==> src/rtl/assert_macros.svh <==
// assertion macros for the rtl decoder core
`ifndef ASSERT_MACROS_SVH
`define ASSERT_MACROS_SVH

// clocked check, masked while reset is high
`define ASSERT_CLK_RST(lbl, clk_s, rst_s, prop, msg) \
  lbl: assert property (@(posedge clk_s) disable iff (rst_s) prop) else $error(msg);

// clocked check that also holds during reset
`define ASSERT_CLK(lbl, clk_s, prop, msg) \
  lbl: assert property (@(posedge clk_s) prop) else $error(msg);

`endif

==> src/rtl/pprcd_pkg.sv <==
// types, constants and duration matching helpers for the pulse pair decoder
package pprcd_pkg;

  localparam int DUR_W  = 17;
  localparam int TIME_W = 16;
  localparam int LEN_W  = 6;
  localparam int CODE_W = 32;

  localparam logic [1:0] REG_SHORT_TIME  = 2'd0;
  localparam logic [1:0] REG_LONG_TIME   = 2'd1;
  localparam logic [1:0] REG_TOLERANCE   = 2'd2;
  localparam logic [1:0] REG_CODE_LENGTH = 2'd3;

  localparam logic [TIME_W-1:0] SHORT_TIME_RST  = 16'd500;
  localparam logic [TIME_W-1:0] LONG_TIME_RST   = 16'd1500;
  localparam logic [TIME_W-1:0] TOLERANCE_RST   = 16'd250;
  localparam logic [LEN_W-1:0]  CODE_LENGTH_RST = 6'd10;
  localparam logic [LEN_W-1:0]  MIN_CODE_BITS   = 6'd5;

  typedef logic [DUR_W-1:0] mag_t;

  // absolute value of a signed duration, 65536 fits unsigned
  function automatic mag_t dur_mag(input logic signed [DUR_W-1:0] d);
    mag_t m;
    if (d[DUR_W-1]) begin
      m = ~d + 17'd1;
    end else begin
      m = d;
    end
    return m;
  endfunction

  // nominal - tol <= mag <= nominal + tol, without signed math
  function automatic logic near_time(input mag_t mag, input logic [TIME_W-1:0] nominal,
                                     input logic [TIME_W-1:0] tol);
    logic [DUR_W:0] lo_side;
    logic [DUR_W:0] hi_side;
    lo_side = {1'b0, mag} + {2'b00, tol};
    hi_side = {2'b00, nominal} + {2'b00, tol};
    return (lo_side >= {2'b00, nominal}) && ({1'b0, mag} <= hi_side);
  endfunction

endpackage

==> src/rtl/pulse_pair_remote_code_decoder_core.sv <==
// pulse pair remote code decoder: duration stream in, decoded code result out
//
//  channel  | handshake            | payload
//  ---------+----------------------+------------------------------
//  in       | in_valid / in_ready  | duration (s17), last
//  out      | out_valid / out_ready| found, code[31:0]
//  config   | write_en             | write_index[1:0], write_data[15:0]
//
// one duration request per cycle while in_ready is high; decode state and the result
// register update at the same edge, so a result shows in the cycle after its request.
// in_ready drops only while a result is held and out_ready is low.
// rst is synchronous: registers go to their defaults, capture state clears.
module pulse_pair_remote_code_decoder_core
  import pprcd_pkg::*;
#(
  parameter int MAX_CODE_BITS = 32
) (
  input  logic                     clk,
  input  logic                     rst,
  input  logic                     write_en,
  input  logic [1:0]               write_index,
  input  logic [TIME_W-1:0]        write_data,
  input  logic                     in_valid,
  output logic                     in_ready,
  input  logic signed [DUR_W-1:0]  duration,
  input  logic                     last,
  output logic                     out_valid,
  input  logic                     out_ready,
  output logic                     found,
  output logic [CODE_W-1:0]        code
);

  `include "assert_macros.svh"

  localparam int CNT_W = $clog2(MAX_CODE_BITS + 1);
  localparam int TGT_W = (CNT_W > LEN_W) ? CNT_W : LEN_W;

  logic [TIME_W-1:0] short_time;
  logic [TIME_W-1:0] long_time;
  logic [TIME_W-1:0] tolerance;
  logic [LEN_W-1:0]  code_length;

  logic              pulse_pending, pulse_pending_next;
  logic [TIME_W-1:0] held_pulse, held_pulse_next;
  logic [CODE_W-1:0] shift_code, shift_code_next;
  logic [CNT_W-1:0]  bits_seen, bits_seen_next;
  logic              at_capture_start, at_capture_start_next;
  logic              decided, decided_next;

  logic              res_valid;
  logic              res_found;
  logic [CODE_W-1:0] res_code;
  logic              accept;
  logic [TGT_W-1:0]  target;
  logic [TGT_W-1:0]  len_ext;
  mag_t              dmag;
  logic              short_long;
  logic              long_short;

  assign in_ready = !out_valid || out_ready;
  assign accept   = in_valid && in_ready;

  // clamp code length to [5, MAX_CODE_BITS]
  assign len_ext = TGT_W'(code_length);
  always_comb begin
    if (code_length < MIN_CODE_BITS) begin
      target = TGT_W'(MIN_CODE_BITS);
    end else if (len_ext > TGT_W'(MAX_CODE_BITS)) begin
      target = TGT_W'(MAX_CODE_BITS);
    end else begin
      target = len_ext;
    end
  end

  assign dmag       = dur_mag(duration);
  assign short_long = near_time({1'b0, held_pulse}, short_time, tolerance) &&
                      near_time(dmag, long_time, tolerance);
  assign long_short = near_time({1'b0, held_pulse}, long_time, tolerance) &&
                      near_time(dmag, short_time, tolerance);

  always_comb begin
    pulse_pending_next    = pulse_pending;
    held_pulse_next       = held_pulse;
    shift_code_next       = shift_code;
    bits_seen_next        = bits_seen;
    at_capture_start_next = at_capture_start;
    decided_next          = decided;
    res_valid             = 1'b0;
    res_found             = 1'b0;
    res_code              = '0;
    if (!decided) begin
      if (!pulse_pending) begin
        if (!last) begin
          if (duration[DUR_W-1]) begin
            if (at_capture_start) begin
              at_capture_start_next = 1'b0;
            end else begin
              decided_next = 1'b1;
              res_valid    = 1'b1;
            end
          end else begin
            held_pulse_next       = duration[TIME_W-1:0];
            pulse_pending_next    = 1'b1;
            at_capture_start_next = 1'b0;
          end
        end
      end else begin
        pulse_pending_next    = 1'b0;
        at_capture_start_next = 1'b0;
        if (short_long) begin
          shift_code_next = {shift_code[CODE_W-2:0], 1'b0};
          bits_seen_next  = bits_seen + CNT_W'(1);
        end else if (long_short) begin
          shift_code_next = {shift_code[CODE_W-2:0], 1'b1};
          bits_seen_next  = bits_seen + CNT_W'(1);
        end else begin
          shift_code_next = '0;
          bits_seen_next  = '0;
        end
        if (TGT_W'(bits_seen_next) >= target) begin
          decided_next = 1'b1;
          res_valid    = 1'b1;
          res_found    = 1'b1;
          res_code     = shift_code_next;
        end
      end
    end
    if (last) begin
      if (!decided_next) begin
        res_valid = 1'b1;
        res_found = 1'b0;
        res_code  = '0;
      end
      pulse_pending_next    = 1'b0;
      held_pulse_next       = '0;
      shift_code_next       = '0;
      bits_seen_next        = '0;
      at_capture_start_next = 1'b1;
      decided_next          = 1'b0;
    end
  end

  // configuration registers
  always_ff @(posedge clk) begin
    if (rst) begin
      short_time  <= SHORT_TIME_RST;
      long_time   <= LONG_TIME_RST;
      tolerance   <= TOLERANCE_RST;
      code_length <= CODE_LENGTH_RST;
    end else if (write_en) begin
      case (write_index)
        REG_SHORT_TIME:  short_time  <= write_data;
        REG_LONG_TIME:   long_time   <= write_data;
        REG_TOLERANCE:   tolerance   <= write_data;
        REG_CODE_LENGTH: code_length <= write_data[LEN_W-1:0];
        default: ;
      endcase
    end
  end

  // capture state
  always_ff @(posedge clk) begin
    if (rst) begin
      pulse_pending    <= 1'b0;
      shift_code       <= '0;
      bits_seen        <= '0;
      at_capture_start <= 1'b1;
      decided          <= 1'b0;
    end else if (accept) begin
      pulse_pending    <= pulse_pending_next;
      shift_code       <= shift_code_next;
      bits_seen        <= bits_seen_next;
      at_capture_start <= at_capture_start_next;
      decided          <= decided_next;
    end
  end

  always_ff @(posedge clk) begin
    if (accept) begin
      held_pulse <= held_pulse_next;
    end
  end

  // result register
  always_ff @(posedge clk) begin
    if (rst) begin
      out_valid <= 1'b0;
    end else if (accept && res_valid) begin
      out_valid <= 1'b1;
    end else if (out_ready) begin
      out_valid <= 1'b0;
    end
  end

  always_ff @(posedge clk) begin
    if (accept && res_valid) begin
      found <= res_found;
      code  <= res_code;
    end
  end

  `ASSERT_CLK_RST(a_notfound_zero, clk, rst, out_valid && !found |-> code == '0,
                  "not-found result carries a nonzero code")
  `ASSERT_CLK_RST(a_decided_no_pulse, clk, rst, decided |-> !pulse_pending,
                  "pulse held after decision")
  `ASSERT_CLK_RST(a_last_clears, clk, rst,
                  accept && last |=> at_capture_start && !decided && bits_seen == '0,
                  "capture state not cleared after last request")
  `ASSERT_CLK_RST(a_mid_result_decides, clk, rst,
                  accept && !last && res_valid |=> decided && out_valid,
                  "result without decision")
  `ASSERT_CLK(a_reset_idle, clk, rst |=> !out_valid && at_capture_start,
              "reset did not clear result and capture state")

endmodule

==> config.mk <==
export PLATFORM = sky130hd
export DESIGN_NAME = pulse_pair_remote_code_decoder_core
export DESIGN_NICKNAME = d
export VERILOG_FILES = /design/src/rtl/pprcd_pkg.sv /design/src/rtl/pulse_pair_remote_code_decoder_core.sv
export VERILOG_INCLUDE_DIRS = /design/src /design/src/rtl
export SDC_FILE = /design/constraint.sdc
export NUM_CORES = 1
export LEC_CHECK = 0
export BUFFER_PORTS_ARGS = -buffer_cell sky130_fd_sc_hd__buf_4
export CORE_MARGIN = 2
export CORE_UTILIZATION = 40
export DETAILED_ROUTE_END_ITERATION = 6
export SETUP_SLACK_MARGIN = 0.2
export SLEW_MARGIN = 0
export SYNTH_ARGS = -nofsm -noshare
export SYNTH_HDL_FRONTEND = slang
export SYNTH_SLANG_ARGS = --single-unit
==> constraint.sdc <==
create_clock -name clk -period 8.6 [get_ports clk]
set_input_delay 0 -clock clk [delete_from_list [all_inputs] [get_ports clk]]
set_output_delay 0 -clock clk [all_outputs]
set_load 0.02 [all_outputs]
==> qor.csv <==
stage,metric,value,unit
setup_path,Critical Path AT,7.51,ns
detailed_routing,Post-DRT Antenna Nets,0,
timing,post-route setup TNS,0,ns
clocking,CTS tree,yes,
min_path,Worst Hold Launch,last,
min_path,worst hold stages,2,
timing,final setup fails,0,
yosys,Mapped Avg Cell Area,9.08,sq um
grt,vias in the first global route,9258,
yosys,"Distinct cells, synth",71,
grt,gr usage total,0.220,
min_path,hold crit path type,input port to register,
place,PortBufs,75,
timing,Tmin final,7.37,ns
place,dpl hpwl,25400,microns
min_path,Worst Hold End,held_pulse[10]$_SDFFCE_PP0P_,
pwr,pwr/cell area,165,nW/um^2
timing,fin crit share,0.857,
grt,wire length of the first global-routing pass,49600,microns
timing,worst setup margin,1.23,ns
setup_path,Critical Path RT,8.74,ns
pwr,VDD IR max,0.0964,mV
die,initial core utilization,0.408,
detailed_routing,Routed WL,31600,microns
setup_path,CP max stage cell,or4_1,
cells_and_area,fillers,2694,
timing,slew at the pin closest to its max-slew limit,0.877,ns
grt,GR met1 Demand/Resource,0.302,
pwr,overall power,2.18,mW
die,Die ar.,29700,sq um
yosys,YS warnings,0,
setup_path,r2r setup slk,1.67,ns
die,Die Ht,172,microns
cells_and_area,final core occ,0.476,
setup_path,R2R Path End,code[24]$_DFFE_PP_,
cells_and_area,final net count,1607,
yosys,top-count cell post-synth,ha_1,
yosys,ranking of synthesized cells by area,"ha_1 23%, dfxtp_1 17%, edfxtp_1 13%, a21oi_1 4.7%, nand2_1 3.9%",
detailed_routing,Initial DRT Pass Iterations,5,
cells_and_area,ant diodes,0,
setup_path,Max Fanout on Critical Path,33,
yosys,"Seq/Total Area, Yosys",0.297,
cells_and_area,synthesis-to-finish area growth,16.8,%
cells_and_area,footprint of the multi-input gates,7600,sq um
die,IO Pins,76,
detailed_routing,Initial DRC Count,681,
setup_path,FF-to-FF path depth,30,
detailed_routing,residual DRC count,0,
setup_path,reg2reg start,tolerance[1]$_SDFFE_PP1P_,
place,GPL Wtd Cong,0.906,
timing,Relative slew margins,0.400,
detailed_routing,via count,9583,
grt,GRT met3 Usage,0.0288,
yosys,most frequent cells after synthesis,"207 x ha_1, 117 x nand2_1, 106 x a21oi_1",
clocking,CTS sink count,144,
detailed_routing,average wire per standard cell,18.1,microns
clocking,worst skew pair latency,0.43,ns
timing,RSZ-0062 raised after global routing,no,
setup_path,Worst setup EP type,register,
setup_path,Worst path most repeated cell,a21o_1,
clocking,Worst-path clk slew,0.08,ns
grt,met2 usage,0.361,
die,Core ar.,27900,sq um
outcome,status,"finished, final reports clean",
cells_and_area,FF/Latch Area,3370,sq um
cells_and_area,Non-Filler Instances,1746,
setup_path,crit path kind,input port to register,
timing,FMAX,136,MHz
grt,antenna violations before repair,0,
die,Die W,172,microns
yosys,syn nets,1502,
timing,worst clock skew,0.0186,ns
grt,GR Overflow Total,0,
die,Rows,61,
clocking,H-Tree Depth,4,
yosys,Post-synth ARST share,0,
yosys,Yosys top cell area share,0.228,
yosys,top_reg_cell synth,dfxtp_1,
yosys,#FFs+latches synth,144,
place,"worst slack, placed",1.34,ns
pwr,Pleak,5.88,nW
grt,GR peak layer,met2,
clocking,Num CTS Buffers,17,
cells_and_area,ratio of cells with drive above 1 in the final layout,0.0965,
timing,final-report hold violation count,0,
yosys,Syn Inst Count,1250,
detailed_routing,DR vias/cell,5.49,
setup_path,CP max stage delay,0.59,ns
timing,max-slew violation count,0,
yosys,post-synthesis cell area,11400,sq um
yosys,Post-synth EDFFs,49,
clocking,Clock Path Buffers,2,
setup_path,crit start category,input port,
place,Placed Cells,1680,
grt,largest net degree at the start of global routing,62,
setup_path,Critical Path Source,duration[2],
clocking,clk root buf,clkbuf_16,
run,max-cap viol count,0,
yosys,Synth area leader,ha_1,
cell type report:
cell class	count	area share
Timing Repair Buffer	116	0.0721
Clock inverter	15	0.0143
Inverter	63	0.0178
Sequential cell	144	0.254
Tap cell	378	0.0357
Clock buffer	17	0.0321
Multi-Input combinational cell	1013	0.574
where the power goes:
part / switching, mW / internal, mW
clock: 0.364 / 0.396
combinational: 0.392 / 0.280
sequential: 0.0263 / 0.726
total: 0.782 / 1.40
flip-flops by register name, summed over array words and instances (netlist names):
signal,count
code,32
shift_code,31
held_pulse,16
long_time,16
short_time,16
tolerance,16
bits_seen,6
code_length,6
at_capture_start,1
decided,1
found,1
out_valid,1
pulse_pending,1
worst max-delay path: cells and delay by family:
kind	cells	cell delay (ns)
AOI/OAI and AO/OA	15	2.61
and+or+nand+nor	10	2.39
buffers and inverters	4	0.96
adders and majority gates	3	0.90
xor gates and xnor gates	2	0.47
muxes	1	0.13
per-stage QoR:
step	area [sq um]	hold slack (ns)
after floorplan	11400	0.118
after global placement	12300	0.240
after detailed placement	12300	0.244
after CTS	13300	0.0180
after global routing	13300	0.0395
final	13300	0.0394
cells by family after synthesis:
| logic type | synth area share |
|---|---|
| buffers and inverters | 0.0337 |
| adder cells (fa/ha/maj) | 0.235 |
| AO/OA/AOI/OAI | 0.212 |
| AND/OR/NAND/NOR | 0.161 |
| multiplexers | 0.00628 |
| XOR/XNOR | 0.0548 |
| flip-flops | 0.297 |
cells in the final DEF (no fill, tap or decap), types with 5 or more instances in the layout:
| cell | n |
|---|---|
| inv_1 | 63 |
| edfxtp_1 | 49 |
| nand3_1 | 25 |
| nor2b_1 | 23 |
| a21oi_1 | 106 |
| nand2b_1 | 14 |
| nand2_1 | 117 |
| dfxtp_1 | 95 |
| xor2_1 | 25 |
| and2_1 | 33 |
| and4_1 | 5 |
| ha_1 | 207 |
| o21ai_1 | 8 |
| a211oi_1 | 25 |
| o21a_1 | 11 |
| clkbuf_16 | 17 |
| dlygate4sd3_1 | 34 |
| a21o_1 | 47 |
| xnor2_1 | 46 |
| o211ai_1 | 18 |
| inv_8 | 5 |
| and3_1 | 7 |
| o21bai_1 | 14 |
| a22o_1 | 31 |
| nand4_1 | 19 |
| buf_4 | 82 |
| a211o_1 | 16 |
| mux2i_1 | 6 |
| o21ai_0 | 35 |
| nor3_1 | 10 |
| nand3b_1 | 9 |
| o31ai_1 | 6 |
| clkinv_8 | 6 |
| nor2_1 | 81 |
how the worst max path moves through the flow:
stage	end	slack (ns)	depth (start not counted)
floorplan	code[0]$_DFFE_PP_	1.94	31
global placement	code[10]$_DFFE_PP_	1.50	34
detailed placement	code[9]$_DFFE_PP_	1.34	34
CTS	code[24]$_DFFE_PP_	1.23	35
global route	code[0]$_DFFE_PP_	0.71	34
finish	code[24]$_DFFE_PP_	1.23	35
metal layers:
layer  vias up  routed length [microns]
met1      4517                    15200
met2       219                    14400
met4         0                      656
met5         -                        0
met3        34                     1410
li1       4813                        -
repair_timing:
item                                   CTS  global route
endpoints found under the hold margin   74             0
hold buffers                            34             0
gates resized for setup                  0             0
buffers inserted                         0             0
No activity file was read; power rests on OpenSTA's default activity.
